===== src/rtl/wmf_pkg.sv =====
// Shared types and constants for the 3x3 window median filter.
// Used by every module in the rtl folder; depends on nothing.
`default_nettype none

package wmf_pkg;

   localparam int unsigned WIN_SIZE     = 9;
   localparam int unsigned WIN_IDX_W    = $clog2(WIN_SIZE);
   localparam int unsigned PRIME_PIXELS = 6;
   localparam int unsigned MAX_COLUMNS  = 4096;
   localparam int unsigned CFG_W        = 13;
   localparam int unsigned COL_W        = 12;
   localparam int unsigned CFG_RESET    = 512;
   localparam int unsigned QUEUE_DEPTH  = 2;

   typedef logic [7:0] grey_type;
   typedef grey_type [WIN_SIZE-1:0] window_type;

   typedef enum logic [1:0] {
      OP_PRIME,
      OP_ROW_START,
      OP_SHIFT
   } op_kind_type;

   typedef struct packed {
      op_kind_type kind;
      logic [2:0]  slot;
      logic        last;
      grey_type    grey;
   } op_type;

endpackage

`default_nettype wire


===== src/rtl/window_median_filter_3x3_core.sv =====
// Top level of the 3x3 window median filter: front end, operation queue,
// window store and median pipe. Depends on wmf_pkg and the wmf_* modules.
//
// Usage:
//   req_* carries one RGB pixel per transaction; each is turned into grey
//   as (r+g+b)/3. The first six pixels after reset prime the window and give
//   no result; after that every third pixel yields one transaction on rsp_*
//   carrying the median of the current 3x3 window.
//   csr_we/csr_wdata set the row width in window positions (reset 512); write
//   it only while the block is idle.
// Throughput: one pixel per cycle sustained, one result every third pixel.
// Path: after the edge that accepts the third pixel of a group, the result
//   passes the queue, window update, row sort, column extremes and final
//   median stages before rsp_tvalid rises.
// Stall: when rsp_tready is low the median pipe holds, the queue fills and
//   req_tready drops once the queue (QUEUE_DEPTH entries) is full.
// Reset: synchronous; clears windows, counters, queue and pipe; there is no
//   clearing pass.
`default_nettype none

module window_median_filter_3x3_core #(
   parameter int unsigned QUEUE_DEPTH = wmf_pkg::QUEUE_DEPTH
) (
   input  wire logic                      clock,
   input  wire logic                      reset,
   input  wire logic                      csr_we,
   input  wire logic [wmf_pkg::CFG_W-1:0] csr_wdata,   // columns_per_row
   input  wire logic                      req_tvalid,
   output logic                           req_tready,
   input  wire logic [23:0]               req_tdata,   // red, green, blue
   output logic                           rsp_tvalid,
   input  wire logic                      rsp_tready,
   output logic [7:0]                     rsp_tdata    // median_grey
);

   logic                q_ready, q_push, q_valid, q_pop;
   wmf_pkg::op_type     push_op, head_op;
   logic                med_ready, win_valid;
   wmf_pkg::window_type win;

   wmf_front u_front (
      .clock      (clock),
      .reset      (reset),
      .csr_we     (csr_we),
      .csr_wdata  (csr_wdata),
      .req_tvalid (req_tvalid),
      .req_tready (req_tready),
      .req_tdata  (req_tdata),
      .q_ready    (q_ready),
      .q_push     (q_push),
      .q_op       (push_op)
   );

   wmf_queue #(
      .DEPTH (QUEUE_DEPTH)
   ) u_queue (
      .clock     (clock),
      .reset     (reset),
      .in_valid  (q_push),
      .in_ready  (q_ready),
      .in_op     (push_op),
      .out_valid (q_valid),
      .out_pop   (q_pop),
      .out_op    (head_op)
   );

   wmf_window u_window (
      .clock     (clock),
      .reset     (reset),
      .op_valid  (q_valid),
      .op        (head_op),
      .op_pop    (q_pop),
      .med_ready (med_ready),
      .win_valid (win_valid),
      .win       (win)
   );

   wmf_median u_median (
      .clock      (clock),
      .reset      (reset),
      .in_valid   (win_valid),
      .in_ready   (med_ready),
      .in_win     (win),
      .rsp_tvalid (rsp_tvalid),
      .rsp_tready (rsp_tready),
      .rsp_tdata  (rsp_tdata)
   );

endmodule

`default_nettype wire


===== src/rtl/wmf_front.sv =====
// Front end: takes pixels, converts to grey, tracks priming, phase and column.
// Holds the row width register. Depends on wmf_pkg.
`default_nettype none

module wmf_front (
   input  wire logic                       clock,
   input  wire logic                       reset,
   input  wire logic                       csr_we,
   input  wire logic [wmf_pkg::CFG_W-1:0]  csr_wdata,
   input  wire logic                       req_tvalid,
   output logic                            req_tready,
   input  wire logic [23:0]                req_tdata,
   input  wire logic                       q_ready,
   output logic                            q_push,
   output wmf_pkg::op_type                 q_op
);

   localparam logic [9:0] GREY_RECIP = 10'd683;
   localparam int unsigned GREY_SHIFT = 11;

   logic [wmf_pkg::CFG_W-1:0] cols_ff;
   logic [2:0]                prime_ff, prime_in;
   logic [1:0]                phase_ff, phase_in;
   logic [wmf_pkg::COL_W-1:0] col_ff, col_in;

   logic [9:0]                sum;
   logic [18:0]               prod;
   logic [wmf_pkg::CFG_W-1:0] width_eff;
   logic [wmf_pkg::CFG_W-1:0] col_next;
   logic                      accept;

   assign req_tready = q_ready;
   assign accept     = req_tvalid && q_ready;
   assign q_push     = accept;

   assign sum  = 10'(req_tdata[7:0]) + 10'(req_tdata[15:8]) + 10'(req_tdata[23:16]);
   assign prod = 19'(sum) * 19'(GREY_RECIP);

   always_comb begin
      if (cols_ff == '0) begin
         width_eff = wmf_pkg::CFG_W'(1);
      end else if (cols_ff > wmf_pkg::CFG_W'(wmf_pkg::MAX_COLUMNS)) begin
         width_eff = wmf_pkg::CFG_W'(wmf_pkg::MAX_COLUMNS);
      end else begin
         width_eff = cols_ff;
      end
   end

   assign col_next = {1'b0, col_ff} + wmf_pkg::CFG_W'(1);

   always_comb begin
      prime_in     = prime_ff;
      phase_in     = phase_ff;
      col_in       = col_ff;
      q_op.grey    = prod[GREY_SHIFT +: 8];
      q_op.kind    = wmf_pkg::OP_PRIME;
      q_op.slot    = prime_ff;
      q_op.last    = 1'b0;
      if (prime_ff < 3'(wmf_pkg::PRIME_PIXELS)) begin
         prime_in = prime_ff + 3'd1;
      end else begin
         q_op.kind = (col_ff == '0) ? wmf_pkg::OP_ROW_START : wmf_pkg::OP_SHIFT;
         q_op.slot = (phase_ff >= 2'd2) ? 3'd2 : {1'b0, phase_ff};
         q_op.last = (phase_ff >= 2'd2);
         if (phase_ff >= 2'd2) begin
            phase_in = 2'd0;
            col_in   = (col_next >= width_eff) ? '0 : col_next[wmf_pkg::COL_W-1:0];
         end else begin
            phase_in = phase_ff + 2'd1;
         end
      end
   end

   always_ff @(posedge clock) begin
      if (reset) begin
         cols_ff  <= wmf_pkg::CFG_W'(wmf_pkg::CFG_RESET);
         prime_ff <= '0;
         phase_ff <= '0;
         col_ff   <= '0;
      end else begin
         if (csr_we) begin
            cols_ff <= csr_wdata;
         end
         if (accept) begin
            prime_ff <= prime_in;
            phase_ff <= phase_in;
            col_ff   <= col_in;
         end
      end
   end

endmodule

`default_nettype wire


===== src/rtl/wmf_queue.sv =====
// Short queue of classified window operations between front and back.
// Depends on wmf_pkg for the operation type.
`default_nettype none

module wmf_queue #(
   parameter int unsigned DEPTH = wmf_pkg::QUEUE_DEPTH
) (
   input  wire logic            clock,
   input  wire logic            reset,
   input  wire logic            in_valid,
   output logic                 in_ready,
   input  wire wmf_pkg::op_type in_op,
   output logic                 out_valid,
   input  wire logic            out_pop,
   output wmf_pkg::op_type      out_op
);

   localparam int unsigned PTR_W = (DEPTH > 1) ? $clog2(DEPTH) : 1;
   localparam int unsigned CNT_W = $clog2(DEPTH + 1);

   wmf_pkg::op_type  mem_ff [DEPTH];
   logic [PTR_W-1:0] wr_ptr_ff, rd_ptr_ff;
   logic [CNT_W-1:0] count_ff;
   logic             push, pop;

   assign in_ready  = (count_ff != CNT_W'(DEPTH));
   assign out_valid = (count_ff != '0);
   assign push      = in_valid && in_ready;
   assign pop       = out_pop && out_valid;
   assign out_op    = mem_ff[rd_ptr_ff];

   always_ff @(posedge clock) begin
      if (push) begin
         mem_ff[wr_ptr_ff] <= in_op;
      end
   end

   always_ff @(posedge clock) begin
      if (reset) begin
         wr_ptr_ff <= '0;
         rd_ptr_ff <= '0;
         count_ff  <= '0;
      end else begin
         if (push) begin
            wr_ptr_ff <= (wr_ptr_ff == PTR_W'(DEPTH - 1)) ? '0 : wr_ptr_ff + 1'b1;
         end
         if (pop) begin
            rd_ptr_ff <= (rd_ptr_ff == PTR_W'(DEPTH - 1)) ? '0 : rd_ptr_ff + 1'b1;
         end
         case ({push, pop})
            2'b10:   count_ff <= count_ff + 1'b1;
            2'b01:   count_ff <= count_ff - 1'b1;
            default: count_ff <= count_ff;
         endcase
      end
   end

   a_count_bound: assert property (@(posedge clock) disable iff (reset)
      count_ff <= CNT_W'(DEPTH))
      else $error("queue count above depth");

   a_count_up: assert property (@(posedge clock) disable iff (reset)
      (push && !pop) |=> (count_ff == $past(count_ff) + 1'b1))
      else $error("queue count did not rise on push");

   a_count_down: assert property (@(posedge clock) disable iff (reset)
      (pop && !push) |=> (count_ff == $past(count_ff) - 1'b1))
      else $error("queue count did not fall on pop");

endmodule

`default_nettype wire


===== src/rtl/wmf_window.sv =====
// Back end window store: applies queued operations to the row-start and
// working windows and hands finished windows to the median pipe. Uses wmf_pkg.
`default_nettype none

module wmf_window (
   input  wire logic            clock,
   input  wire logic            reset,
   input  wire logic            op_valid,
   input  wire wmf_pkg::op_type op,
   output logic                 op_pop,
   input  wire logic            med_ready,
   output logic                 win_valid,
   output wmf_pkg::window_type  win
);

   localparam int unsigned IW = wmf_pkg::WIN_IDX_W;

   wmf_pkg::window_type rsw_ff, rsw_in;
   wmf_pkg::window_type wk_ff, wk_in;
   logic [IW-1:0]       prime_idx, bottom_idx;

   assign prime_idx  = IW'(3) + IW'(op.slot);
   assign bottom_idx = IW'(6) + IW'(op.slot[1:0]);

   always_comb begin
      rsw_in = rsw_ff;
      wk_in  = wk_ff;
      case (op.kind)
         wmf_pkg::OP_PRIME: begin
            rsw_in[prime_idx] = op.grey;
         end
         wmf_pkg::OP_ROW_START: begin
            if (op.slot[1:0] == 2'd0) begin
               for (int i = 0; i < 6; i++) begin
                  rsw_in[i] = rsw_ff[i+3];
                  wk_in[i]  = rsw_ff[i+3];
               end
            end
            rsw_in[bottom_idx] = op.grey;
            wk_in[bottom_idx]  = op.grey;
         end
         wmf_pkg::OP_SHIFT: begin
            for (int r = 0; r < 3; r++) begin
               if (op.slot[1:0] == 2'(r)) begin
                  wk_in[3*r]   = wk_ff[3*r+1];
                  wk_in[3*r+1] = wk_ff[3*r+2];
                  wk_in[3*r+2] = op.grey;
               end
            end
         end
         default: begin
            wk_in = wk_ff;
         end
      endcase
   end

   assign op_pop    = op_valid && (!op.last || med_ready);
   assign win_valid = op_valid && op.last;
   assign win       = wk_in;

   always_ff @(posedge clock) begin
      if (reset) begin
         rsw_ff <= '0;
         wk_ff  <= '0;
      end else if (op_pop) begin
         rsw_ff <= rsw_in;
         wk_ff  <= wk_in;
      end
   end

endmodule

`default_nettype wire


===== src/rtl/wmf_median.sv =====
// Four-stage median-of-nine pipe: capture, sort rows, column extremes, final
// median into the result register. Depends on wmf_pkg for the window type.
`default_nettype none

module wmf_median (
   input  wire logic                clock,
   input  wire logic                reset,
   input  wire logic                in_valid,
   output logic                     in_ready,
   input  wire wmf_pkg::window_type in_win,
   output logic                     rsp_tvalid,
   input  wire logic                rsp_tready,
   output logic [7:0]               rsp_tdata
);

   function automatic wmf_pkg::grey_type min2(input wmf_pkg::grey_type a,
                                              input wmf_pkg::grey_type b);
      return (a < b) ? a : b;
   endfunction

   function automatic wmf_pkg::grey_type max2(input wmf_pkg::grey_type a,
                                              input wmf_pkg::grey_type b);
      return (a < b) ? b : a;
   endfunction

   function automatic wmf_pkg::grey_type med3(input wmf_pkg::grey_type a,
                                              input wmf_pkg::grey_type b,
                                              input wmf_pkg::grey_type c);
      return max2(min2(a, b), min2(max2(a, b), c));
   endfunction

   wmf_pkg::window_type win_ff, rows_ff, rows_in;
   wmf_pkg::grey_type   lo_ff, mid_ff, hi_ff;
   logic                v1_ff, v2_ff, v3_ff, out_v_ff;
   logic [7:0]          out_ff;
   logic                rdy1, rdy2, rdy3, rdy_out;

   always_comb begin
      for (int r = 0; r < 3; r++) begin
         rows_in[3*r]   = min2(min2(win_ff[3*r], win_ff[3*r+1]), win_ff[3*r+2]);
         rows_in[3*r+1] = med3(win_ff[3*r], win_ff[3*r+1], win_ff[3*r+2]);
         rows_in[3*r+2] = max2(max2(win_ff[3*r], win_ff[3*r+1]), win_ff[3*r+2]);
      end
   end

   assign rdy_out    = !out_v_ff || rsp_tready;
   assign rdy3       = !v3_ff || rdy_out;
   assign rdy2       = !v2_ff || rdy3;
   assign rdy1       = !v1_ff || rdy2;
   assign in_ready   = rdy1;
   assign rsp_tvalid = out_v_ff;
   assign rsp_tdata  = out_ff;

   always_ff @(posedge clock) begin
      if (rdy1 && in_valid) begin
         win_ff <= in_win;
      end
      if (rdy2 && v1_ff) begin
         rows_ff <= rows_in;
      end
      if (rdy3 && v2_ff) begin
         lo_ff  <= max2(max2(rows_ff[0], rows_ff[3]), rows_ff[6]);
         mid_ff <= med3(rows_ff[1], rows_ff[4], rows_ff[7]);
         hi_ff  <= min2(min2(rows_ff[2], rows_ff[5]), rows_ff[8]);
      end
      if (rdy_out && v3_ff) begin
         out_ff <= med3(lo_ff, mid_ff, hi_ff);
      end
   end

   always_ff @(posedge clock) begin
      if (reset) begin
         v1_ff    <= 1'b0;
         v2_ff    <= 1'b0;
         v3_ff    <= 1'b0;
         out_v_ff <= 1'b0;
      end else begin
         if (rdy1) begin
            v1_ff <= in_valid;
         end
         if (rdy2) begin
            v2_ff <= v1_ff;
         end
         if (rdy3) begin
            v3_ff <= v2_ff;
         end
         if (rdy_out) begin
            out_v_ff <= v3_ff;
         end
      end
   end

endmodule

`default_nettype wire

===== config.mk =====
export PLATFORM = sky130hd
export DESIGN_NAME = window_median_filter_3x3_core
export DESIGN_NICKNAME = d
export VERILOG_FILES = /design/src/rtl/wmf_pkg.sv /design/src/rtl/window_median_filter_3x3_core.sv /design/src/rtl/wmf_front.sv /design/src/rtl/wmf_queue.sv /design/src/rtl/wmf_window.sv /design/src/rtl/wmf_median.sv
export SDC_FILE = /design/constraint.sdc
export NUM_CORES = 1
export LEC_CHECK = 0
export BUFFER_PORTS_ARGS = -buffer_cell sky130_fd_sc_hd__buf_4
export CAP_MARGIN = 20
export CORE_MARGIN = 10
export CORE_UTILIZATION = 42
export CTS_CLUSTER_DIAMETER = 150
export DETAILED_ROUTE_END_ITERATION = 12
export PLACE_DENSITY = 0.6
export SLEW_MARGIN = 20
export SYNTH_ARGS = -nofsm -noshare
export SYNTH_HDL_FRONTEND = slang
export SYNTH_SLANG_ARGS = --single-unit

===== constraint.sdc =====
create_clock -name clock -period 11.9 [get_ports clock]
set_input_delay 1.19 -clock clock [delete_from_list [all_inputs] [get_ports clock]]
set_output_delay 1.19 -clock clock [all_outputs]
set_load 0.03 [all_outputs]

==> results.toml <==
[run_status]
status = "finished, final reports clean"

[logic_synthesis]
synth-compound-area-share = 0.1766
synth_seq_cells = 363
synth_top_family_by_area = "compound AO/OA/AOI/OAI gates"
synthAdderAreaFrac = 0.1511
netlist_area_um2 = 23450
synth_edf_count = 204
syn_inst = 2426
yosysSeqAreaShare = 0.3969
async_flop_share = 0
syn-num-nets = 2738
synth_cell_types = 80
synth-main-ff-cell = "edfxtp_1"
synth-simple-area-share = 0.1115
syn_avg_cell_area_um2 = 9.668
yosys.area_share.xor_xnor = 0.01531
synth_mux_area_frac = 0.09559
yosys_warnings = 0

[worst_setup_path]
r2r-end = "u_median.rows_ff[32]"
critPathTopFamily = "adder cells"
reg2reg_slack_ns = 5.60
worstSetupPathType = "in2reg"
startpoint_type = "input pin"
critical_path_buf_inv_count = 6
required_ns = 12.21
cpPeakStageDelay_ns = 0.52
worstPathMaxFanout = 4
rr_startpoint = "u_median.win_ff[31]"
cp-startpoint = "req_tdata[0]"
setup.worst_path.end_class = "register"
cp.arrival_ns = 8.02
slowest_stage = "fa_1"
r2r_cells = 18

[cts]
clk_latency_ns = 0.58
cts_buffers = 42
cts-root-buf = "clkbuf_16"
clock-sinks = 363
cts-htree-levels = 2
cts_resized = 0
post_cts_buffers = 0
hold_buffers = 0
clk_pin_slew_ns = 0.06
cts_tree = "built"
clockBufferDepth = 3

[finish]
layout-drive-gt1-share = 0.1102
nNetsFinal = 2755
n_antenna_cell = 0
area_growth_pct = 10.80
design_area_um2 = 25990
fill_cells = 5122
fin_util = 0.4708

[min_path]
hold_start = "u_window.wk_ff[51]"
hp-class = "reg2reg"
hold_path_end = "u_window.wk_ff[51]"
min_path_cells = 2

[power_and_ir_drop]
powerDensity_nw_per_um2 = 319.4
max-vdd-ir-drop_v = 0.0003145
power.static_leakage_uw = 0.01065

[place]
dpl_worst_slack_ns = 3.523
routabilityCongestion = 0.8818
port_buffers = 51
dp_hpwl_um = 44150
place_area_um2 = 24520

[floorplan]
die_h_um = 256.3
core_um2 = 55200
io_pins = 52
die_area_um2 = 65700
fp.dieW_um = 256.3
initial_core_util = 0.4249
rows = 86

[global_routing]
grt_pass1_wl_um = 93930
grt_max_degree = 89
antenna_found_initial = 0
grt_pass1_vias = 17600
overflow = 0
track_usage = 0.1739

[timing]
finalSetupTns_ns = 0
hold_viol_final = 0
fin_crit_sh = 0.6484
slew_headroom = 0.2587
setup_slack_ns = 4.184
fin_skew_ns = 0.02749
worst_pin_slew_ns = 1.112
drv_slew = 0
rsz0062_at_grt = "no"
finalCriticalPeriod_ns = 7.716
clock.fmax_ghz = 0.1296
setup_viol = 0

[drt]
wire_per_inst_um = 18.17
first_pass_iters = 5
viasPerCell = 5.497
drtIter0Drc = 1090
num_vias = 17730
ant_nets = 0
drt_wl_total_um = 58590
drc = 0

[job]
max-cap-violations = 0
==> placed cells by master, fill, tap and decap left out, types with 10 or more instances in the layout <==
cell type and count:
a211oi_1 57, a21o_1 36, a21oi_1 206, a22o_1 12
a22oi_1 57, and3_1 11, buf_4 75, clkbuf_16 44
clkinv_2 10, dfxtp_1 159, edfxtp_1 204, fa_1 22
ha_1 247, inv_1 210, mux2_2 86, mux2i_1 118
nand2_1 279, nand2b_1 15, nand3_1 44, nand4_1 11
nor2_1 171, nor2b_1 14, nor3_1 12, o211ai_1 16
o21a_1 23, o21ai_0 101, o21ai_1 10, o22ai_1 12
o2bb2ai_1 16, xnor2_1 26, xor2_1 15
==> sequential cells by signal, indices dropped and copies added, names as in the netlist, named ones only <==
signal / cells
u_median.rsp_tvalid: 1
u_queue.mem_ff: 28
u_median.win_ff: 72
u_queue.count_ff: 2
u_front.prime_ff: 3
u_median.mid_ff: 8
u_median.v3_ff: 1
u_window.wk_ff: 72
u_queue.wr_ptr_ff: 1
u_queue.rd_ptr_ff: 1
u_front.cols_ff: 13
u_median.hi_ff: 8
u_front.col_ff: 12
u_median.rsp_tdata: 8
u_median.lo_ff: 8
u_median.rows_ff: 72
u_window.rsw_ff: 48
u_median.v1_ff: 1
u_front.phase_ff: 2
u_median.v2_ff: 1
==> synth_stat cells, types with 15 or more instances <==
library cell  count  area, µm²
nor2_1          172      645.6
edfxtp_1        204       6126
o21a_1           23      172.7
a21o_1           36      270.3
inv_1           210      788.3
buf_2            25      125.1
a211oi_1         57      427.9
nand2b_1         15      93.84
a21oi_1         207       1036
mux2i_1         118       1181
a22oi_1          57      427.9
xnor2_1          26      227.7
nand3_1          44      220.2
ha_1            248       3103
mux2_2           86      968.4
clkbuf_1         61      229.0
o21ai_0         101      505.5
dfxtp_1         159       3183
o2bb2ai_1        16      140.1
nand2_1         280       1051
fa_1             22      440.4
xor2_1           15      131.4
o211ai_1         16      120.1
==> cell type report <==
cell class	count	area, µm²	share of cell area
flip-flops and latches	363	9309	0.3582
multi-input cells	1750	12940	0.4979
clock buffers	57	1210	0.04656
well taps	748	935.9	0.03601
clock inverters	21	237.7	0.009148
repair buffers	75	563.0	0.02167
inverters	211	792.0	0.03048
==> stage by stage <==
stage | instances | hold slack, ns | power (µW)
3_3_place_gp | 3146 | 0.4419 | 6873
3_5_place_dp | 3146 | 0.4490 | 6983
5_1_grt | 3225 | 0.4746 | 9091
2_1_floorplan | 2426 | 0.4366 | 5823
4_1_cts | 3224 | 0.4578 | 8369
6_report | 3225 | 0.4582 | 8301
==> tightest hold or removal path, stage by stage (launching register included) <==
cell	delay, ns
dfxtp_1	0.31
nand2_1	0.05
a21oi_1	0.05
==> power by group <==
part,internal [µW],switching [µW],leakage [µW]
clock,788,543,0.000717
sequential,1890,142,0.00318
combinational,1990,2950,0.00675
==> logic make-up (layout without fill, tap and decap cells) <==
group                      after synthesis  in the layout
DFF                                    363            363
AOI/OAI and AO/OA                      625            625
buffers and inverters                  313            364
muxes                                  211            211
adders and majority gates              270            270
and+or+nand+nor                        603            603
xor gates and xnor gates                41             41
==> routing by layer <==
metal | vias to the layer above | global-route usage | wire (µm)
met5 | - | 0 | 0
met4 | 0 | 0.07654 | 2319
met3 | 110 | 0.02161 | 2015
met2 | 359 | 0.3023 | 28840
met1 | 8479 | 0.2128 | 25420
li1 | 8779 | - | -
==> how the worst max path moves through the flow <==
stage	end	slack (ns)	depth (start not counted)
5_1_grt	u_queue.mem_ff[0][7]	3.67	30
4_1_cts	u_queue.mem_ff[0][7]	4.13	30
3_5_place_dp	u_queue.mem_ff[1][7]	3.52	30
2_1_floorplan	u_queue.mem_ff[0][7]	4.19	29
3_3_place_gp	u_queue.mem_ff[0][7]	3.64	30
6_report	u_queue.mem_ff[0][7]	4.18	30
Power figures use the tool's default switching activity.
